--- src/hw/rtl/mofe_pkg.sv ---
`timescale 1ns / 1ps
`default_nettype none
// ----------------------------------------------------------------------------
// mofe_pkg
// Shared types, character codes and phase codes of the operator field
// extractor.
// ----------------------------------------------------------------------------
package mofe_pkg;

  // Input transaction: one byte of response text
  typedef struct packed {
    logic [7:0] text_byte;
    logic       end_of_text;
  } text_item_t;

  // Output transaction: one byte of the extracted name
  typedef struct packed {
    logic       found;
    logic       from_numeric;
    logic [7:0] name_byte;
    logic       last_of_run;
  } name_item_t;

  // Commands from the controller to the datapath
  typedef struct packed {
    logic scan;     // scan the accepted text byte
    logic fetch;    // read both stores at the read index
    logic advance;  // step the read index
    logic clear;    // return the scan state to reset
  } mofe_cmd_t;

  // Status from the datapath to the controller
  typedef struct packed {
    logic last;     // current result is the final one of the response
  } mofe_status_t;

  // Character codes
  localparam logic [7:0] CH_NUL   = 8'h00;
  localparam logic [7:0] CH_TAB   = 8'h09;
  localparam logic [7:0] CH_LF    = 8'h0A;
  localparam logic [7:0] CH_CR    = 8'h0D;
  localparam logic [7:0] CH_SPACE = 8'h20;
  localparam logic [7:0] CH_QUOTE = 8'h22;
  localparam logic [7:0] CH_PLUS  = 8'h2B;
  localparam logic [7:0] CH_COMMA = 8'h2C;
  localparam logic [7:0] CH_COLON = 8'h3A;
  localparam logic [7:0] CH_C     = 8'h43;
  localparam logic [7:0] CH_O     = 8'h4F;
  localparam logic [7:0] CH_P     = 8'h50;
  localparam logic [7:0] CH_S     = 8'h53;

  // Tag length in bytes
  localparam logic [2:0] TAG_LEN = 3'd6;

  // Quoted candidate phases
  localparam logic [1:0] QP_WAIT   = 2'd0;
  localparam logic [1:0] QP_INSIDE = 2'd1;
  localparam logic [1:0] QP_NAMED  = 2'd2;
  localparam logic [1:0] QP_EMPTY  = 2'd3;

  // Comma field candidate phases
  localparam logic [1:0] FP_WAIT    = 2'd0;
  localparam logic [1:0] FP_SKIP    = 2'd1;
  localparam logic [1:0] FP_COLLECT = 2'd2;
  localparam logic [1:0] FP_DONE    = 2'd3;

  // Tag character expected at a match position
  function automatic logic [7:0] tag_char(input logic [2:0] pos);
    logic [7:0] ch;
    unique case (pos)
      3'd0:    ch = CH_PLUS;
      3'd1:    ch = CH_C;
      3'd2:    ch = CH_O;
      3'd3:    ch = CH_P;
      3'd4:    ch = CH_S;
      3'd5:    ch = CH_COLON;
      default: ch = CH_PLUS;
    endcase
    return ch;
  endfunction

endpackage
`default_nettype wire

--- src/hw/rtl/mofe_stream_if.sv ---
`timescale 1ns / 1ps
`default_nettype none
// ----------------------------------------------------------------------------
// mofe_stream_if
// Valid/ready stream channel carrying one payload per transaction.
// ----------------------------------------------------------------------------
interface mofe_stream_if #(
  parameter type payload_t = logic
);
  logic     valid;
  logic     ready;
  payload_t payload;

  modport source (output valid, output payload, input ready);
  modport sink   (input valid, input payload, output ready);
endinterface
`default_nettype wire

--- src/hw/rtl/mofe_datapath.sv ---
`timescale 1ns / 1ps
`default_nettype none
// ----------------------------------------------------------------------------
// mofe_datapath
// Tag matcher, quoted and comma field trackers, candidate stores, read
// index and result formatting.
// ----------------------------------------------------------------------------
module mofe_datapath #(
  parameter int NAME_CAP = 32
) (
  input  wire logic                clk,
  input  wire logic                rst,
  input  wire mofe_pkg::mofe_cmd_t cmd,
  input  wire logic [7:0]          text_byte,
  output mofe_pkg::mofe_status_t   status,
  output mofe_pkg::name_item_t     result
);

  localparam int DEPTH = NAME_CAP - 1;
  localparam int LEN_W = $clog2(NAME_CAP);
  localparam int IDX_W = (DEPTH > 1) ? $clog2(DEPTH) : 1;
  localparam logic [LEN_W-1:0] DEPTH_L = LEN_W'(DEPTH);

  // Scan state
  logic [2:0]       tag_pos, tag_pos_next;
  logic             tag_seen, tag_seen_next;
  logic             text_ended, text_ended_next;
  logic [1:0]       quote_phase, quote_phase_next;
  logic [LEN_W-1:0] quoted_len, quoted_len_next;
  logic [1:0]       comma_count, comma_count_next;
  logic [1:0]       field_phase, field_phase_next;
  logic [LEN_W-1:0] field_len, field_len_next;
  logic [LEN_W-1:0] rd_idx, rd_idx_next;

  // Candidate stores
  logic [7:0] quoted_store [DEPTH];
  logic [7:0] field_store  [DEPTH];
  logic [7:0] quoted_rd;
  logic [7:0] field_rd;
  logic       quoted_we;
  logic       field_we;

  logic is_end;
  logic is_blank;

  assign is_end   = (text_byte == mofe_pkg::CH_COMMA) || (text_byte == mofe_pkg::CH_CR) ||
                    (text_byte == mofe_pkg::CH_LF);
  assign is_blank = (text_byte == mofe_pkg::CH_SPACE) || (text_byte == mofe_pkg::CH_TAB);

  // Work out the scan state after one byte
  always_comb begin
    tag_pos_next     = tag_pos;
    tag_seen_next    = tag_seen;
    text_ended_next  = text_ended;
    quote_phase_next = quote_phase;
    quoted_len_next  = quoted_len;
    comma_count_next = comma_count;
    field_phase_next = field_phase;
    field_len_next   = field_len;
    quoted_we        = 1'b0;
    field_we         = 1'b0;

    if (cmd.clear) begin
      tag_pos_next     = 3'd0;
      tag_seen_next    = 1'b0;
      text_ended_next  = 1'b0;
      quote_phase_next = mofe_pkg::QP_WAIT;
      quoted_len_next  = '0;
      comma_count_next = 2'd0;
      field_phase_next = mofe_pkg::FP_WAIT;
      field_len_next   = '0;
    end else if (cmd.scan && !text_ended) begin
      if (text_byte == mofe_pkg::CH_NUL) begin
        text_ended_next = 1'b1;
      end else if (!tag_seen) begin
        // advance the tag match, restart on a mismatch
        if (text_byte == mofe_pkg::tag_char(tag_pos)) begin
          if (tag_pos + 3'd1 == mofe_pkg::TAG_LEN) begin
            tag_seen_next = 1'b1;
            tag_pos_next  = 3'd0;
          end else begin
            tag_pos_next = tag_pos + 3'd1;
          end
        end else begin
          tag_pos_next = (text_byte == mofe_pkg::CH_PLUS) ? 3'd1 : 3'd0;
        end
      end else begin
        // quoted candidate
        if (quote_phase == mofe_pkg::QP_WAIT) begin
          if (text_byte == mofe_pkg::CH_QUOTE) begin
            quote_phase_next = mofe_pkg::QP_INSIDE;
          end
        end else if (quote_phase == mofe_pkg::QP_INSIDE) begin
          if (text_byte == mofe_pkg::CH_QUOTE) begin
            quote_phase_next = (quoted_len != '0) ? mofe_pkg::QP_NAMED : mofe_pkg::QP_EMPTY;
          end else if (quoted_len < DEPTH_L) begin
            quoted_we       = 1'b1;
            quoted_len_next = quoted_len + LEN_W'(1);
          end
        end

        // comma field candidate
        if (field_phase == mofe_pkg::FP_WAIT) begin
          if (text_byte == mofe_pkg::CH_COMMA) begin
            if (comma_count == 2'd1) begin
              comma_count_next = 2'd2;
              field_phase_next = mofe_pkg::FP_SKIP;
            end else begin
              comma_count_next = comma_count + 2'd1;
            end
          end
        end else if (field_phase == mofe_pkg::FP_SKIP ||
                     field_phase == mofe_pkg::FP_COLLECT) begin
          if (is_end) begin
            field_phase_next = mofe_pkg::FP_DONE;
          end else if (!(field_phase == mofe_pkg::FP_SKIP && is_blank)) begin
            field_phase_next = mofe_pkg::FP_COLLECT;
            if (field_len < DEPTH_L) begin
              field_we       = 1'b1;
              field_len_next = field_len + LEN_W'(1);
            end
          end
        end
      end
    end
  end

  // Step the read index over the results
  always_comb begin
    rd_idx_next = rd_idx;
    if (cmd.clear) begin
      rd_idx_next = '0;
    end else if (cmd.advance) begin
      rd_idx_next = rd_idx + LEN_W'(1);
    end
  end

  // Hold the scan state
  always_ff @(posedge clk) begin
    if (rst) begin
      tag_pos     <= 3'd0;
      tag_seen    <= 1'b0;
      text_ended  <= 1'b0;
      quote_phase <= mofe_pkg::QP_WAIT;
      quoted_len  <= '0;
      comma_count <= 2'd0;
      field_phase <= mofe_pkg::FP_WAIT;
      field_len   <= '0;
      rd_idx      <= '0;
    end else begin
      tag_pos     <= tag_pos_next;
      tag_seen    <= tag_seen_next;
      text_ended  <= text_ended_next;
      quote_phase <= quote_phase_next;
      quoted_len  <= quoted_len_next;
      comma_count <= comma_count_next;
      field_phase <= field_phase_next;
      field_len   <= field_len_next;
      rd_idx      <= rd_idx_next;
    end
  end

  // Write the candidate stores
  always_ff @(posedge clk) begin
    if (quoted_we) begin
      quoted_store[quoted_len[IDX_W-1:0]] <= text_byte;
    end
    if (field_we) begin
      field_store[field_len[IDX_W-1:0]] <= text_byte;
    end
  end

  // Read both stores at the read index
  always_ff @(posedge clk) begin
    if (cmd.fetch) begin
      quoted_rd <= quoted_store[rd_idx[IDX_W-1:0]];
      field_rd  <= field_store[rd_idx[IDX_W-1:0]];
    end
  end

  // Pick the candidate and format the result
  logic             sel_quoted;
  logic             sel_field;
  logic [LEN_W-1:0] run_len;
  logic [LEN_W:0]   idx_inc;

  assign sel_quoted = tag_seen && (quote_phase == mofe_pkg::QP_NAMED) && (quoted_len != '0);
  assign sel_field  = !sel_quoted && tag_seen && (field_phase[1] == 1'b1) && (field_len != '0);
  assign run_len    = sel_quoted ? quoted_len : field_len;
  assign idx_inc    = {1'b0, rd_idx} + {{LEN_W{1'b0}}, 1'b1};

  assign status.last = !(sel_quoted || sel_field) || (idx_inc == {1'b0, run_len});

  assign result.found        = sel_quoted || sel_field;
  assign result.from_numeric = sel_field;
  assign result.name_byte    = sel_quoted ? quoted_rd : (sel_field ? field_rd : mofe_pkg::CH_NUL);
  assign result.last_of_run  = status.last;

endmodule
`default_nettype wire

--- src/hw/rtl/mofe_ctrl.sv ---
`timescale 1ns / 1ps
`default_nettype none
// ----------------------------------------------------------------------------
// mofe_ctrl
// Controller: scans text bytes, then reads out the result bytes one by one.
// ----------------------------------------------------------------------------
module mofe_ctrl (
  input  wire logic                   clk,
  input  wire logic                   rst,
  input  wire logic                   in_valid,
  input  wire logic                   in_last,
  output logic                        in_ready,
  output logic                        out_valid,
  input  wire logic                   out_ready,
  input  wire mofe_pkg::mofe_status_t status,
  output mofe_pkg::mofe_cmd_t         cmd
);

  typedef enum logic [2:0] {
    ST_SCAN  = 3'b001,
    ST_FETCH = 3'b010,
    ST_SEND  = 3'b100
  } state_t;

  state_t state, state_next;
  logic   in_xfer;
  logic   out_xfer;

  assign in_ready  = (state == ST_SCAN);
  assign out_valid = (state == ST_SEND);
  assign in_xfer   = in_valid && in_ready;
  assign out_xfer  = out_valid && out_ready;

  // Issue datapath commands
  always_comb begin
    cmd.scan    = in_xfer;
    cmd.fetch   = (state == ST_FETCH);
    cmd.advance = out_xfer && !status.last;
    cmd.clear   = out_xfer && status.last;
  end

  // Sequence scan, read and send
  always_comb begin
    state_next = state;
    unique case (state)
      ST_SCAN: begin
        if (in_xfer && in_last) begin
          state_next = ST_FETCH;
        end
      end
      ST_FETCH: begin
        state_next = ST_SEND;
      end
      ST_SEND: begin
        if (out_xfer) begin
          state_next = status.last ? ST_SCAN : ST_FETCH;
        end
      end
      default: begin
        state_next = ST_SCAN;
      end
    endcase
  end

  always_ff @(posedge clk) begin
    if (rst) begin
      state <= ST_SCAN;
    end else begin
      state <= state_next;
    end
  end

endmodule
`default_nettype wire

--- src/hw/rtl/modem_operator_field_extractor_top.sv ---
`timescale 1ns / 1ps
`default_nettype none
// ----------------------------------------------------------------------------
// modem_operator_field_extractor_top
// Text byte without end mark: one byte per cycle while scanning.
// Final byte: the controller passes through a fetch state (store read) and then a send state
// for each result, up to NAME_CAP-1 results; no text is taken until the last result is sent.
// Reset clears the control state; the candidate stores are not cleared.
// ----------------------------------------------------------------------------
module modem_operator_field_extractor_top #(
  parameter int NAME_CAP = 32
) (
  input  wire logic    clk,
  input  wire logic    rst,
  mofe_stream_if.sink   text_ch,
  mofe_stream_if.source name_ch
);

  mofe_pkg::mofe_cmd_t    cmd;
  mofe_pkg::mofe_status_t status;
  mofe_pkg::text_item_t   text_item;
  mofe_pkg::name_item_t   result;

  assign text_item       = text_ch.payload;
  assign name_ch.payload = result;

  // Controller
  mofe_ctrl u_ctrl (
    .clk       (clk),
    .rst       (rst),
    .in_valid  (text_ch.valid),
    .in_last   (text_item.end_of_text),
    .in_ready  (text_ch.ready),
    .out_valid (name_ch.valid),
    .out_ready (name_ch.ready),
    .status    (status),
    .cmd       (cmd)
  );

  // Datapath
  mofe_datapath #(
    .NAME_CAP (NAME_CAP)
  ) u_datapath (
    .clk       (clk),
    .rst       (rst),
    .cmd       (cmd),
    .text_byte (text_item.text_byte),
    .status    (status),
    .result    (result)
  );

endmodule
`default_nettype wire
--- src/flat_wrapper.sv ---
// flat-port wrapper written by rule: the top's interface ports become plain ports
module modem_operator_field_extractor_top_flat 
#(
  parameter int NAME_CAP = 32
)
  (clk, rst, text_ch_valid, text_ch_payload, text_ch_ready, name_ch_valid, name_ch_payload, name_ch_ready);
  mofe_stream_if text_ch_i ();
  mofe_stream_if name_ch_i ();
  input  wire logic clk;
  input  wire logic rst;
  input wire logic [$bits(text_ch_i.valid)-1:0] text_ch_valid;
  input wire logic [$bits(text_ch_i.payload)-1:0] text_ch_payload;
  output wire logic [$bits(text_ch_i.ready)-1:0] text_ch_ready;
  output wire logic [$bits(name_ch_i.valid)-1:0] name_ch_valid;
  output wire logic [$bits(name_ch_i.payload)-1:0] name_ch_payload;
  input wire logic [$bits(name_ch_i.ready)-1:0] name_ch_ready;
  assign text_ch_i.valid = text_ch_valid;
  assign text_ch_i.payload = text_ch_payload;
  assign text_ch_ready = text_ch_i.ready;
  assign name_ch_valid = name_ch_i.valid;
  assign name_ch_payload = name_ch_i.payload;
  assign name_ch_i.ready = name_ch_ready;
  modem_operator_field_extractor_top #(.NAME_CAP(NAME_CAP)) u_core (.clk(clk), .rst(rst), .text_ch(text_ch_i), .name_ch(name_ch_i));
endmodule
--- config.mk ---
export PLATFORM = sky130hd
export DESIGN_NAME = modem_operator_field_extractor_top_flat
export DESIGN_NICKNAME = d
export VERILOG_FILES = /design/src/hw/rtl/mofe_pkg.sv /design/src/hw/rtl/mofe_stream_if.sv /design/src/hw/rtl/mofe_datapath.sv /design/src/hw/rtl/mofe_ctrl.sv /design/src/hw/rtl/modem_operator_field_extractor_top.sv /design/src/flat_wrapper.sv
export SDC_FILE = /design/constraint.sdc
export NUM_CORES = 1
export LEC_CHECK = 0
export BUFFER_PORTS_ARGS = -buffer_cell sky130_fd_sc_hd__buf_2
export CAP_MARGIN = 20
export CORE_AREA = 2 2 39 41
export CTS_CLUSTER_DIAMETER = 120
export DETAILED_ROUTE_END_ITERATION = 8
export DIE_AREA = 0 0 41 43
export GPL_TIMING_DRIVEN = 0
export PLACE_DENSITY = 0.33
export RECOVER_POWER = 25
export SYNTH_ARGS = -nofsm -noshare
export SYNTH_HDL_FRONTEND = slang
export SYNTH_SLANG_ARGS = --single-unit
--- constraint.sdc ---
create_clock -name clk -period 1.4 [get_ports clk]
set_clock_uncertainty 0.15 [all_clocks]
set_input_delay 0.21 -clock clk [delete_from_list [all_inputs] [get_ports clk]]
set_output_delay 0.21 -clock clk [all_outputs]
set_load 0.02 [all_outputs]
==> qor.csv <==
metric,value,unit
run status,"finished, final reports clean",
start point of the critical path,u_core.u_ctrl.state[1]$_SDFFE_PP0P_,
synth unique cells,12,
Routed Antenna Nets,0,
Post-CTS Setup Bufs,0,
Critical Path Sink,name_ch_valid,
global-route wire length before repair,503,microns
YS warnings,0,
mapped cell area,158,sq um
number of global-route vias before repair,132,
final worst path period need,1.33,ns
Syn Nets,21,
Non-Filler Instances,42,
Buffers on Ports,6,
Clock Tree Buf Depth,2,
total number of vias,149,
die area,1760,sq um
CP arrival,0.97,ns
total congestion overflow,0,
pwr dens,1080,nW/um^2
io pins,8,
Chip Width,41,microns
main area contributors after synthesis,"dfxtp_1, or3b_1, nor3b_1, a211oi_2, and4b_1",
Reg2Reg Depth,3,
cells after synthesis,16,
final slew viol count,0,
RSZ-0062 raised after global routing,false,
crit-path max FO,5,
# hold bufs at CTS,0,
TritonCTS Buffers,3,
Largest regs,u_core.u_ctrl.state x3,
Area Growth Syn to Fin,58.7,%
syn avg cell area,9.85,sq um
Worst-path clk slew,0.04,ns
DR WL/cell,7.81,microns
Yosys reg bits,3,
Setup Crit Path Kind,reg -> out,
Die Ht,43,microns
worst reg2reg endpoint,u_core.u_ctrl.state[0]$_SDFFE_PP1P_,
crit end category,primary output,
Worst-Skew Late Latency,0.23,ns
worst hold slack,0.0137,ns
Worst R2R Setup Slack,0.18,ns
most flop-heavy register,u_core.u_ctrl.state,
Final TNS setup,0,ns
sequential area share after synthesis,38.1,%
maxcap violations,0,
number of flip-flops in the largest register,3,
fraction of layout cells with a size suffix above 1,53.8,%
period utilisation layout,95.3,%
CTS tree,done,
fin worst setup slack,0.0661,ns
Initial Utilization,11.4,%
Hold WC Path Type,in -> reg,
worst r2r src,u_core.u_ctrl.state[2]$_SDFFE_PP0P_,
gp weighted congestion,0.605,
clk root buf,clkbuf_4,
largest net degree at the start of global routing,7,
Ant. Diodes,0,
Vias/cell,3.55,
Max Clock Freq,0.750,GHz
first-pass iteration count of the detailed router,2,
crit start category,register,
placed cells,38,
initial antenna violation count,0,
CTS Sinks,3,
core area,1380,sq um
number of H-tree levels,1,
final hold vios,0,
Synth top area share,38.1,%
final setup fails,0,
HPWL Detailed,259,microns
Place WS,0.159,ns
biggest area consumer among synthesized cells,dfxtp_1,
worst path required time,1.04,ns
maximum vdd drop,354,uV
nets@finish,32,
Initial DRC Count,5,
# DRC,0,
Total GRT Usage,5.22,%
Leak,0.100,nW
Post-Route WL,328,microns
number of cell rows,14,
-- metrics by stage --
| step | cell area, sq um | utilization [%] | total power [mW] |
|---|---|---|---|
| 2_1_floorplan | 163 | - | 0.109 |
| 3_3_place_gp | 213 | 15.4 | 0.120 |
| 3_5_place_dp | 213 | 15.4 | 0.120 |
| 4_1_cts | 240 | 17.4 | 0.277 |
| 5_1_grt | 250 | 18.1 | 0.294 |
| 6_report | 250 | 18.1 | 0.270 |
-- final cells by class --
cell class,instances,area [sq um]
fillers,157,1130
multi-input cells,12,101
flip-flops and latches,3,62.6
repair buffers,6,32.5
clock buffers,4,26.3
well taps,16,20.0
plain buffers,1,7.51
-- cells in the mapped netlist --
cell type,number
dfxtp_1,3
nor3b_1,2
or3b_1,2
a211oi_2,1
a21oi_1,1
and4b_1,1
buf_4,1
conb_1,1
nand2b_1,1
nand4b_1,1
nor2_1,1
o21bai_1,1
-- placed cells by master, fill, tap and decap left out, drive strengths merged --
cell | Yosys | layout
nand2b | 1 | 1
or3b | 2 | 2
o21bai | 1 | 1
buf | 1 | 7
a211oi | 1 | 1
nor3b | 2 | 2
nor2 | 1 | 1
and4b | 1 | 1
dfxtp | 3 | 3
clkbuf | 0 | 4
a21oi | 1 | 1
nand4b | 1 | 1
conb | 1 | 1
-- worst min path at each step --
stage,from,to,slack [ns],depth (start not counted)
2_1_floorplan,rst,u_core.u_ctrl.state[2]$_SDFFE_PP0P_,0.12,1
3_3_place_gp,rst,u_core.u_ctrl.state[2]$_SDFFE_PP0P_,0.26,2
3_5_place_dp,rst,u_core.u_ctrl.state[2]$_SDFFE_PP0P_,0.26,2
4_1_cts,rst,u_core.u_ctrl.state[2]$_SDFFE_PP0P_,0.01,2
5_1_grt,rst,u_core.u_ctrl.state[2]$_SDFFE_PP0P_,0.01,2
6_report,rst,u_core.u_ctrl.state[2]$_SDFFE_PP0P_,0.01,2
-- per-layer routing --
layer  global-route usage, %  wire length, microns
met2                    4.38                   110
met1                    5.45                   177
met5                       0                     0
met3                    6.28                    40
met4                    6.00                     0
-- power by group --
part	leakage, nW	total (mW)	internal, mW	switching (mW)
logic	0.0608	0.0290	0.0159	0.0131
registers	0.0246	0.0935	0.0891	0.00439
clock network	0.0150	0.148	0.107	0.0415
total	0.100	0.270	0.212	0.0589
-- critical path: stages, from the launching register on --
cell     delay, ns
dfxtp_1       0.35
nor3b_1       0.20
buf_2         0.19
-- kinds of logic (layout without fill, tap and decap cells) --
| group | count (synthesis) | after routing | share of synthesized area, % |
|---|---|---|---|
| AOI/OAI and AO/OA | 3 | 3 | 15.9 |
| buffers and inverters | 1 | 11 | 4.76 |
| DFF | 3 | 3 | 38.1 |
| other | 1 | 1 | 2.38 |
| and+or+nand+nor | 8 | 8 | 38.9 |
-- timing repair --
action                                  in CTS  in global routing
gates resized for setup                      1                  3
endpoints found under the setup margin       1                  2
endpoints found under the hold margin        0                  0
No activity file was read; power rests on OpenSTA's default activity.
